[config.mk]
export PLATFORM = sky130hd
export DESIGN_NAME = semx_ctrl
export DESIGN_NICKNAME = d
export VERILOG_FILES = /design/src/hdl/assert_macros.svh /design/src/hdl/semx_pkg.sv /design/src/hdl/semx_ctrl.sv
export SDC_FILE = /design/constraint.sdc
export NUM_CORES = 1
export LEC_CHECK = 0
export BUFFER_PORTS_ARGS = -buffer_cell sky130_fd_sc_hd__buf_4
export CELL_PAD_IN_SITES_DETAIL_PLACEMENT = 1
export CELL_PAD_IN_SITES_GLOBAL_PLACEMENT = 1
export CORE_AREA = 3 3 40 42
export CTS_CLUSTER_DIAMETER = 50
export DETAILED_ROUTE_END_ITERATION = 10
export DIE_AREA = 0 0 43 45
export PLACE_DENSITY_LB_ADDON = 0.1
export SYNTH_ARGS = -nofsm -noshare
export SYNTH_HDL_FRONTEND = slang
export SYNTH_SLANG_ARGS = --single-unit
export TNS_END_PERCENT = 1
[constraint.sdc]
create_clock -name clk -period 2.03 [get_ports clk]
set_input_delay 0.609 -clock clk [delete_from_list [all_inputs] [get_ports clk]]
set_output_delay 0.609 -clock clk [all_outputs]
set_load 0.05 [all_outputs]
[src/hdl/assert_macros.svh]
// ----------------------------------------------------------------
// Assertion macros
// Shared concurrent assertion forms for the mixer.
// ----------------------------------------------------------------
`ifndef ASSERT_MACROS_SVH
`define ASSERT_MACROS_SVH

// same-cycle implication
`define SEMX_ASSERT_IMP(lbl, clk, rst_n, ante, cons) \
	lbl: assert property (@(posedge clk) disable iff (!rst_n) (ante) |-> (cons)) \
	else $error("semx: same-cycle check failed");

// next-cycle implication
`define SEMX_ASSERT_NXT(lbl, clk, rst_n, ante, cons) \
	lbl: assert property (@(posedge clk) disable iff (!rst_n) (ante) |=> (cons)) \
	else $error("semx: next-cycle check failed");

`endif

[src/hdl/semx_pkg.sv]
// ----------------------------------------------------------------
// semx_pkg
// Types and constants of the sample-playback voice mixer.
// ----------------------------------------------------------------
package semx_pkg;

	localparam int OPCODE_W  = 2;
	localparam int EFF_ID_W  = 3;
	localparam int ADDR_W    = 15;
	localparam int DATA_W    = 16;
	localparam int LEN_W     = 16;
	localparam int OUT_W     = 19;
	localparam int NUM_LEN_REGS = 8;
	localparam int CFG_IDX_W = 3;
	localparam int OUT_MAX   = 2 ** (OUT_W - 1) - 1;
	localparam int OUT_MIN   = -(2 ** (OUT_W - 1));

	localparam int NUM_VOICES_DEF  = 8;
	localparam int NUM_EFFECTS_DEF = 8;
	localparam int MAX_LEN_DEF     = 32768;
	localparam int SAMPLE_BITS_DEF = 16;

	localparam logic [OPCODE_W-1:0] OP_LOAD = 2'd0;
	localparam logic [OPCODE_W-1:0] OP_PLAY = 2'd1;
	localparam logic [OPCODE_W-1:0] OP_TICK = 2'd2;

	typedef enum logic [1:0] {
		ST_IDLE,
		ST_SCAN,
		ST_DRAIN,
		ST_EMIT
	} state_t;

	// controller -> datapath
	typedef struct packed {
		logic do_load;
		logic do_play;
		logic scan_start;
		logic scan_step;
		logic emit;
	} cmd_t;

	// datapath -> controller
	typedef struct packed {
		logic scan_last;
		logic out_free;
	} sts_t;

endpackage

[src/hdl/semx_ctrl.sv]
// ----------------------------------------------------------------
// semx_ctrl
// Sequencer: decodes requests and walks a tick through the voices.
// ----------------------------------------------------------------
module semx_ctrl import semx_pkg::*; (
	input  logic                clk,
	input  logic                arst_n,
	input  logic                in_valid,
	output logic                in_ready,
	input  logic [OPCODE_W-1:0] opcode,
	input  sts_t                sts,
	output cmd_t                cmd
);

	state_t state_q;
	state_t state_d;

	always_ff @(posedge clk or negedge arst_n) begin
		if (!arst_n) begin
			state_q <= ST_IDLE;
		end else begin
			state_q <= state_d;
		end
	end

	always_comb begin
		state_d = state_q;
		case (state_q)
			ST_IDLE: begin
				if (in_valid && opcode == OP_TICK) begin
					state_d = ST_SCAN;
				end
			end
			ST_SCAN: begin
				if (sts.scan_last) begin
					state_d = ST_DRAIN;
				end
			end
			ST_DRAIN: state_d = ST_EMIT;
			ST_EMIT: begin
				if (sts.out_free) begin
					state_d = ST_IDLE;
				end
			end
			default: state_d = ST_IDLE;
		endcase
	end

	always_comb begin
		in_ready = 1'b0;
		cmd      = '0;
		case (state_q)
			ST_IDLE: begin
				in_ready = 1'b1;
				case (opcode)
					OP_LOAD: cmd.do_load    = in_valid;
					OP_PLAY: cmd.do_play    = in_valid;
					OP_TICK: cmd.scan_start = in_valid;
					default: ;
				endcase
			end
			ST_SCAN:  cmd.scan_step = 1'b1;
			ST_DRAIN: ;
			ST_EMIT:  cmd.emit = sts.out_free;
			default: ;
		endcase
	end

endmodule

== After elaboration in Yosys (flattened, before gate mapping) ==
Index checks and enable logic that the tools add are counted.
Widths: inputs -> output; s select.
Cells by class
  equality and inequality tests: 8
  muxes and demuxes: 11
  reduce and logical (&&, ||, !) cells: 4
Operators with widths (number)
  $pmux 2 s4: 1
  $eq 2x2->1 const B: 3
  $mux 1: 6
  $mux 2: 3
  $ne 2x2->1 const B: 3
  $eq 2x1->1 const B: 2
  $logic_not 2->1: 2
  $mux 3: 1
  $reduce_and 3->1: 1
  $logic_and 1x1->1: 1
Word-level totals
  register bits: 2
  input port bits: 7
  output and inout port bits: 6
  logic and storage cells: 24

== Logic depth before layout (Yosys ltp) ==
Gate-level depths: netlist of run 1.
  word-level depth: 4
  depth in mapped cells: 4
  gate-level depth less buffers: 4

== Worst setup path before layout of run 1 ==
Ideal clock, no wire load.
  kind: flip-flop to output port
  start: register state_q[0]
  end: output cmd[3] (netlist name)
  data arrival time: 2.345 ns
  data required time: 1.421 ns
  setup slack: -0.924 ns
  cell stages (with the launch flop): 5
  buffers on the path: 0
  cell sequence: dfrtp_1 -> inv_1 -> ha_1 -> nand2_1 -> nor3b_1
RTL lines
  start: declaration: RTL line semx_ctrl.sv:15  | state_t state_q;
  start signal: assignment: RTL line semx_ctrl.sv:22  | state_q <= state_d;
  end: declaration: RTL line semx_ctrl.sv:12  | output cmd_t cmd

==> impl_metrics.env, run 1 <==
export IMPL_outcome="complete, no violations"
export IMPL_wire_per_inst_um=10.7
export IMPL_grtUsageTotal_pct=7.17
export IMPL_grt_max_degree=5
export IMPL_multi_input_area_um2=189
export IMPL_cp_max_fo=4
export IMPL_layout_drive_gt1_share_pct=66.7
export IMPL_dr_pass1_iters=4
export IMPL_clk_pin_slew_ns=0.03
export IMPL_endpoint_kind="output pin"
export IMPL_top_register="state_q"
export IMPL_finClkSkew_ns=0.00130
export IMPL_min_delay_path_class="input port to async pin"
export IMPL_synth_top_area_cell="ha_1"
export IMPL_nNetsFinal=53
export IMPL_synth_top_area_share_pct=31.3
export IMPL_cts_made_buffers=3
export IMPL_synth_area_mux_share_pct=10.6
export IMPL_seq_area_frac_synth_pct=25.0
export IMPL_floorplan_initialDensity_pct=15.6
export IMPL_yosysWarnings=0
export IMPL_top_level_ports=13
export IMPL_rows=13
export IMPL_synth_simple_area_share_pct=20.6
export IMPL_async_flop_share_pct=100
export IMPL_gp_congestion=0.679
export IMPL_drc=0
export IMPL_fin_tns_setup_ns=0
export IMPL_yosys_area_share_xor_xnor_pct=0
export IMPL_finish_utilization_pct=32.6
export IMPL_die_w_um=43
export IMPL_rsz0062_at_grt="no"
export IMPL_largest_reg_flops=2
export IMPL_synth_nets=33
export IMPL_routed_via_density=4.09
export IMPL_worstPathRequired_ns=1.42
export IMPL_relSlewSlack_pct=65.9
export IMPL_synth_seq_cells=2
export IMPL_max_freq_ghz=0.513
export IMPL_cp_start_kind="flip-flop"
export IMPL_cts_tree="yes"
export IMPL_synth_edf_count=0
export IMPL_period_share_pct=96.0
export IMPL_clockBufferDepth=2
export IMPL_syn_avg_cell_area_um2=9.53
export IMPL_cts_root_buf="clkbuf_4"
export IMPL_path_class="flip-flop to output pin"
export IMPL_die_y_um=45
export IMPL_setup_viol=0
export IMPL_grt_remaining_overflow=0
export IMPL_yosys_area_share_adder_pct=31.3
export IMPL_p_per_area_nw_per_um2=1450
export IMPL_tightest_slew_ns=0.512
export IMPL_grt_pass1_wl_um=972
export IMPL_grt_pass1_vias=222
export IMPL_synth_compound_area_share_pct=5.00
export IMPL_finalWirelength_um=577
export IMPL_arrival_ns=1.34
export IMPL_cts_hold_buf=0
export IMPL_htree_levels=1
export IMPL_cap_violations=0
export IMPL_ys_types=12
export IMPL_ant_nets=0
export IMPL_synth_common_cells="ha_1 (5), inv_1 (4), dfrtp_1 (2), nor3b_1 (2)"
export IMPL_netlist_area_um2=200
export IMPL_numPortBuffers=12
export IMPL_dominantRegCellSynth="dfrtp_1"
export IMPL_synth_top_family_by_area="adder cells"
export IMPL_syn_inst=21
export IMPL_ir_drop_mv=0.621
export IMPL_core_um2=1280
export IMPL_p_leak_nw=0.217
export IMPL_finalCriticalPeriod_ns=1.95
export IMPL_synthTopCellsByArea="ha_1 (31%), dfrtp_1 (25%), inv_1 (7.5%), nor3b_1 (7.5%), mux2_1 (5.6%)"
export IMPL_slew_viol_final=0
export IMPL_largestRegisters="state_q x2"
export IMPL_clock_insertion_delay_worst_skew_ns=0.22
export IMPL_fin_hold_ws_ns=0.161
export IMPL_hold_viol_final=0
export IMPL_num_antenna_cells=0
export IMPL_clock_sinks=2
export IMPL_dieArea_um2=1940
export IMPL_area_growth_synth_to_final_pct=109
export IMPL_num_vias=221
export IMPL_synth_most_common_cell="ha_1"
export IMPL_nFillCells=154
export IMPL_drt_initial_drc_count=3
export IMPL_seqCellArea_um2=51.3
export IMPL_antenna_found_initial=0
## worst max-delay path, stage by stage (launching register included)
cell and delay (ns):
dfrtp_2 0.43, inv_4 0.08, ha_4 0.15, nand2_4 0.08, nor3b_4 0.20, buf_6 0.18
## area by class of cell
type | count | share of cell area [%]
inverter | 4 | 4.18
sequential | 2 | 12.2
multi-input combinational | 15 | 45.1
timing repair buffer | 15 | 28.7
clock buffer | 3 | 5.37
tap | 15 | 4.48
## timing repair
item,CTS,global route
buffers inserted,0,3
gates cloned,0,0
gates resized for setup,4,2
endpoints found under the setup margin,2,2
## power by group
group	total [W]	internal, W	switching [W]
registers	0.0000933	0.0000656	0.0000277
clock network	0.0000880	0.0000652	0.0000227
logic	0.000425	0.000183	0.000242
total	0.000606	0.000314	0.000292
## metal layers
layer / vias up / global-route usage, % / part of all wire (%)
met5: - / 0 / 0
met4: 0 / 7.23 / 0
met3: 0 / 2.39 / 7.8
met2: 7 / 11.7 / 54
met1: 107 / 7.02 / 38
li1: 107 / - / -
## kinds of logic after synthesis
kind of cell / count (synthesis)
mux: 2
fa+ha+maj: 5
flops: 2
buf+inv: 4
compound gates: 1
simple gates: 7
## worst paths after layout
path                       cells after the start                      to                   start  slack, ns
setup / recovery                               5                  cmd[2]  state_q[1]$_DFFE_PN0P_       0.08
hold / removal                                 1  state_q[0]$_DFFE_PN0P_                  arst_n       0.16
setup reg to reg                               4  state_q[1]$_DFFE_PN0P_  state_q[1]$_DFFE_PN0P_       0.39
hold reg to reg                                1  state_q[1]$_DFFE_PN0P_  state_q[1]$_DFFE_PN0P_       0.57
max in group asynchronous                      1  state_q[1]$_DFFE_PN0P_                  arst_n       1.77
min in group clk                               1  state_q[1]$_DFFE_PN0P_  state_q[1]$_DFFE_PN0P_       0.57
## through the flow
| step | cells | total power, W | instance area, um^2 | worst slack (ns) |
|---|---|---|---|---|
| after global routing | 54 | 0.000662 | 419 | 0.00320 |
| after CTS | 51 | 0.000570 | 393 | 0.0225 |
| after global placement | 48 | 0.000461 | 363 | 0.210 |
| final | 54 | 0.000606 | 419 | 0.0813 |
| after detailed placement | 48 | 0.000467 | 363 | 0.190 |
| after floorplan | 21 | 0.000381 | 254 | 0.0272 |
## placed cells by master, fill, tap and decap left out
cell type	n
buf_4	13
nand2_4	1
nand3b_1	1
nor3_4	1
a222oi_1	1
mux2_1	1
ha_1	4
dfrtp_1	1
buf_6	2
inv_4	1
ha_4	1
mux2i_1	1
dfrtp_2	1
clkbuf_4	3
inv_2	1
and2_1	1
nor2_1	1
inv_1	2
nor3b_4	2
Note: power is estimated with default switching activity, not from simulation.
==> inputs of run 2 (changes only) <==
ABC_AREA = 1   (was unset)
==> run 2 against run 1 <==
Via count rose by 21%. Final cell count rose by 26%. Worst hold slack improved by 0.0017 ns. Largest cell class unchanged. Combinational power rose by 23%. Critical endpoint is now cmd[3]. Highest routed layer unchanged.
==> impl_metrics.env, run 2 <==
export IMPL_hold_viol_final=0
export IMPL_pre_cts_slack_ns=0.169
export IMPL_rsz0062_at_grt="yes"
export IMPL_antenna_found_initial=0
export IMPL_grtUsageTotal_pct=8.31
export IMPL_setup_viol=0
export IMPL_grt_pass1_vias=296
export IMPL_synth_most_common_cell="nand2_1"
export IMPL_cp_top_family="flip-flops"
export IMPL_num_antenna_cells=0
export IMPL_layout_common_cells="buf_4 (15), nand2_1 (10), inv_1 (6), ha_1 (4), clkbuf_4 (3)"
export IMPL_htree_levels=1
export IMPL_dieArea_um2=1940
export IMPL_slowest_delay_ns=0.38
export IMPL_num_vias=268
export IMPL_dominantRegCellSynth="dfrtp_1"
export IMPL_clockBufferDepth=2
export IMPL_netlist_area_um2=226
export IMPL_wire_per_inst_um=9.82
export IMPL_synthTopCellsByArea="ha_1 (28%), dfrtp_1 (22%), nand2_1 (17%), inv_1 (15%), nor4_1 (5.5%)"
export IMPL_endpoint_kind="output pin"
export IMPL_mostFrequentLayoutCell="buf_4"
export IMPL_ys_types=9
export IMPL_finalCriticalPeriod_ns=1.96
export IMPL_die_y_um=45
export IMPL_total_power_w=0.000683
export IMPL_gp_congestion=0.661
export IMPL_r2r_end="state_q[0]$_DFFE_PN0P_"
export IMPL_yosysWarnings=0
export IMPL_finalWirelength_um=668
export IMPL_die_w_um=43
export IMPL_grt_pass1_wl_um=1150
export IMPL_rows=13
export IMPL_ir_drop_mv=0.532
export IMPL_slew_viol_final=0
export IMPL_core_um2=1280
export IMPL_synth_nets=45
export IMPL_period_share_pct=96.7
export IMPL_design_area_um2=450
export IMPL_nNetsFinal=67
export IMPL_clock_sinks=2
export IMPL_numPortBuffers=12
export IMPL_worstPathRequired_ns=1.42
export IMPL_ant_nets=0
export IMPL_syn_avg_cell_area_um2=6.86
export IMPL_grt_remaining_overflow=0
export IMPL_crit_start="state_q[1]$_DFFE_PN0P_"
export IMPL_clock_insertion_delay_worst_skew_ns=0.22
export IMPL_clk_pin_slew_ns=0.03
export IMPL_floorplan_initialDensity_pct=17.6
export IMPL_routed_via_density=3.94
export IMPL_cap_violations=0
export IMPL_layout_setup_ws_ns=0.0676
export IMPL_cp_start_kind="flip-flop"
export IMPL_synth_top_area_cell="ha_1"
export IMPL_top_level_ports=13
export IMPL_p_leak_nw=0.253
export IMPL_relSlewSlack_pct=85.6
export IMPL_synth_top_area_share_pct=27.6
export IMPL_path_class="flip-flop to output pin"
export IMPL_r2r_slack_ns=0.69
export IMPL_cts_made_buffers=3
export IMPL_area_growth_synth_to_final_pct=98.9
export IMPL_cp_max_fo=3
export IMPL_grt_max_degree=4
export IMPL_largestRegisters="state_q x2"
export IMPL_synth_common_cells="nand2_1 (10), inv_1 (9), ha_1 (5)"
export IMPL_cts_tree="yes"
export IMPL_finClkSkew_ns=0.00547
export IMPL_drt_initial_drc_count=0
export IMPL_crit_chain="inv_2, ha_4, inv_4, nor4_4, buf_6"
export IMPL_dp_hpwl_um=536
export IMPL_syn_inst=33
export IMPL_outcome="complete, no violations"
export IMPL_dpl_instance_area_um2=383
export IMPL_cpMaxStageDelayCell="dfrtp_1"
export IMPL_min_delay_path_class="input port to async pin"
export IMPL_largest_reg_flops=2
export IMPL_tightest_slew_ns=0.214
export IMPL_arrival_ns=1.35
export IMPL_critPathBufInv=3
export IMPL_seq_area_frac_synth_pct=22.1
export IMPL_async_flop_share_pct=100
export IMPL_reg2regPathDepth=9
export IMPL_dr_pass1_iters=1
export IMPL_cts_root_buf="clkbuf_4"
export IMPL_top_register="state_q"
export IMPL_synth_edf_count=0
export IMPL_drc=0
export IMPL_layout_drive_gt1_share_pct=54.7
export IMPL_p_per_area_nw_per_um2=1520
export IMPL_max_freq_ghz=0.510
export IMPL_synth_seq_cells=2
export IMPL_reg2reg_from="state_q[1]$_DFFE_PN0P_"
## run 2: worst max path at each step
stage | to | cells past startpoint
6_report | cmd[3] | 5
5_1_grt | cmd[3] | 5
2_1_floorplan | cmd[3] | 4
3_5_place_dp | cmd[4] | 3
3_3_place_gp | cmd[4] | 3
4_1_cts | cmd[3] | 5
## run 2: power breakdown
| group | internal, W | switching (W) | leakage (nW) | total, W |
|---|---|---|---|---|
| Clock | 0.0000650 | 0.0000198 | 0.0138 | 0.0000848 |
| Sequential | 0.0000626 | 0.0000143 | 0.0243 | 0.0000769 |
| Combinational | 0.000215 | 0.000307 | 0.215 | 0.000522 |
## run 2: metal layers
| layer | vias to the layer above | track usage, % | share of wire (%) |
|---|---|---|---|
| met5 | - | 0 | 0 |
| met4 | 0 | 7.23 | 0 |
| met3 | 0 | 2.79 | 4.0 |
| met2 | 5 | 15.6 | 60 |
| met1 | 125 | 6.95 | 36 |
| li1 | 138 | - | - |
## run 2: through the flow
| step | TNS [ns] | util [%] | std cells | hold slack (ns) |
|---|---|---|---|---|
| final | 0 | 35.1 | 68 | 0.163 |
| after global placement | 0 | 29.8 | 60 | 0.391 |
| after detailed placement | 0 | 29.8 | 60 | 0.392 |
| after global routing | -0.0311 | 35.1 | 68 | 0.147 |
| after CTS | 0 | 33.0 | 65 | 0.153 |
| after floorplan | -0.0595 | - | 33 | 0.313 |
## run 2: logic make-up (layout without fill, tap and decap cells)
family                   count (synthesis)  in the layout  share of synthesized area, %
buffers and inverters                    9             29                          14.9
AND/OR/NAND/NOR                         17             17                          35.4
flip-flops                               2              2                          22.1
adder cells (fa/ha/maj)                  5              5                          27.6
## run 2: timing repair
| item | in CTS | in global routing |
|---|---|---|
| pin swaps | 0 | 2 |
| setup buffers | 2 | 3 |
| gates resized for setup | 1 | 1 |
| setup endpoints to repair | 1 | 2 |
| hold buffers | 0 | 0 |
| gates cloned | 0 | 0 |
## run 2: cell type report
| type | instances | area (um^2) |
|---|---|---|
| Inverter | 9 | 36.3 |
| Multi-Input combinational cell | 22 | 188 |
| Timing Repair Buffer | 17 | 135 |
| Clock buffer | 3 | 22.5 |
| Fill cell | 158 | 835 |
| Tap cell | 15 | 18.8 |
| Sequential cell | 2 | 50.0 |
==> inputs of run 3 (changes only) <==
SETUP_SLACK_MARGIN = 0.1   (was unset)
==> run 3 against run 2 <==
Core utilization grew 1.8 points. Clock power grew 2%. Maximum frequency grew 0.70%. Cell area grew 5.3%. Sequential share of layout area shrank 0.56 points. Count of clock-buffer cells in the layout is the same. Register-to-register slack gained 0.06 ns. Sequential power grew 1%. Clock skew grew 0.0019 ns. Wire length grew 11%. Worst hold slack lost 0.0034 ns. First-iteration DRC count grew 1.
==> impl_metrics.env, run 3 (synthesized netlist as in run 2, its figures left out) <==
export IMPL_outcome="complete, no violations"
export IMPL_ant_nets=0
export IMPL_htree_levels=1
export IMPL_crit_start="state_q[0]$_DFFE_PN0P_"
export IMPL_rsz0062_at_grt="yes"
export IMPL_grt_max_degree=4
export IMPL_worstPathRequired_ns=1.42
export IMPL_top_level_ports=13
export IMPL_setup_viol=0
export IMPL_cp_start_kind="flip-flop"
export IMPL_p_leak_nw=0.260
export IMPL_grt_pass1_vias=309
export IMPL_hold_viol_final=0
export IMPL_top_register="state_q"
export IMPL_slowest_delay_ns=0.38
export IMPL_layout_drive_gt1_share_pct=55.6
export IMPL_clock_sinks=2
export IMPL_largest_reg_flops=2
export IMPL_relSlewSlack_pct=85.7
export IMPL_p_per_area_nw_per_um2=1510
export IMPL_arrival_ns=1.34
export IMPL_floorplan_initialDensity_pct=17.6
export IMPL_drc=0
export IMPL_ir_drop_mv=0.497
export IMPL_finalWirelength_um=740
export IMPL_largestRegisters="state_q x2"
export IMPL_clk_pin_slew_ns=0.03
export IMPL_slew_viol_final=0
export IMPL_cts_root_buf="clkbuf_4"
export IMPL_clockBufferDepth=2
export IMPL_mostFrequentLayoutCell="buf_4"
export IMPL_dr_pass1_iters=2
export IMPL_path_class="flip-flop to output pin"
export IMPL_grt_remaining_overflow=0
export IMPL_pre_cts_slack_ns=0.169
export IMPL_wire_per_inst_um=10.7
export IMPL_layout_setup_ws_ns=0.0812
export IMPL_routed_via_density=4.04
export IMPL_period_share_pct=96.0
export IMPL_area_growth_synth_to_final_pct=109
export IMPL_dieArea_um2=1940
export IMPL_num_antenna_cells=0
export IMPL_gp_congestion=0.661
export IMPL_min_delay_path_class="input port to async pin"
export IMPL_finClkSkew_ns=0.00738
export IMPL_num_vias=279
export IMPL_finalCriticalPeriod_ns=1.95
export IMPL_numPortBuffers=12
export IMPL_finish_utilization_pct=36.9
export IMPL_die_y_um=45
export IMPL_cpMaxStageDelayCell="dfrtp_1"
export IMPL_grt_pass1_wl_um=1240
export IMPL_total_power_w=0.000718
export IMPL_tightest_slew_ns=0.213
export IMPL_drt_initial_drc_count=1
export IMPL_die_w_um=43
export IMPL_reg2reg_from="state_q[0]$_DFFE_PN0P_"
export IMPL_endpoint_kind="output pin"
export IMPL_dp_hpwl_um=536
export IMPL_cts_tree="yes"
export IMPL_core_um2=1280
export IMPL_layout_common_cells="buf_4 (14), nand2_1 (10), inv_1 (6), ha_1 (4)"
export IMPL_nNetsFinal=68
export IMPL_cp_max_fo=3
export IMPL_cts_made_buffers=3
export IMPL_cap_violations=0
export IMPL_antenna_found_initial=0
export IMPL_grtUsageTotal_pct=8.89
export IMPL_clock_insertion_delay_worst_skew_ns=0.22
export IMPL_fin_tns_setup_ns=0
export IMPL_rows=13
export IMPL_nFillCells=158
export IMPL_max_freq_ghz=0.513
export IMPL_cts_hold_buf=0
export IMPL_crit_chain="inv_2, ha_4, inv_4, nor4_4, buf_6"
[run 3: report_power, final]
group | switching (W) | internal (W)
combinational | 0.000320 | 0.000234
clock | 0.0000211 | 0.0000651
sequential | 0.0000154 | 0.0000626
[run 3: routing by layer]
layer | GRT usage [%] | up-vias | part of all wire, %
met5 | 0 | - | 0
met4 | 7.23 | 0 | 0
met3 | 2.79 | 0 | 3.6
met2 | 16.8 | 5 | 62
met1 | 7.67 | 131 | 34
li1 | - | 143 | -
[run 3: metrics by stage]
step / cell area (um^2) / cells / hold slack [ns]
floorplan: 274 / 33 / 0.313
global placement: 383 / 60 / 0.391
detailed placement: 383 / 60 / 0.392
CTS: 454 / 69 / 0.153
global route: 474 / 69 / 0.147
finish: 474 / 69 / 0.159
[run 3: worst paths after layout]
kind | slack [ns] | end | cells past startpoint
min reg2reg | 0.62 | state_q[0]$_DFFE_PN0P_ | 3
max | 0.08 | cmd[3] | 5
max reg2reg | 0.75 | state_q[0]$_DFFE_PN0P_ | 6
min in group clk | 0.62 | state_q[0]$_DFFE_PN0P_ | 3
max in group asynchronous | 1.78 | state_q[1]$_DFFE_PN0P_ | 1
min | 0.16 | state_q[0]$_DFFE_PN0P_ | 1
[run 3: repair_timing]
| item | in CTS | in global routing |
|---|---|---|
| pin swaps | 2 | 2 |
| setup buffers | 6 | 0 |
| setup endpoints to repair | 2 | 4 |
| gates resized for setup | 1 | 5 |
[run 3: layout make-up]
type	count	area, um^2	share of cell area (%)
Multi-Input combinational cell	22	193	40.6
Timing Repair Buffer	18	154	32.5
Sequential cell	2	50.0	10.6
Inverter	9	36.3	7.65
Clock buffer	3	22.5	4.75
Tap cell	15	18.8	3.96
[run 3: critical path: cells and delay by family (launching register included)]
| family | cells | cell delay [ns] |
|---|---|---|
| buffers and inverters | 3 | 0.33 |
| flip-flops | 1 | 0.38 |
| adder cells (fa/ha/maj) | 1 | 0.15 |
| AND/OR/NAND/NOR | 1 | 0.26 |
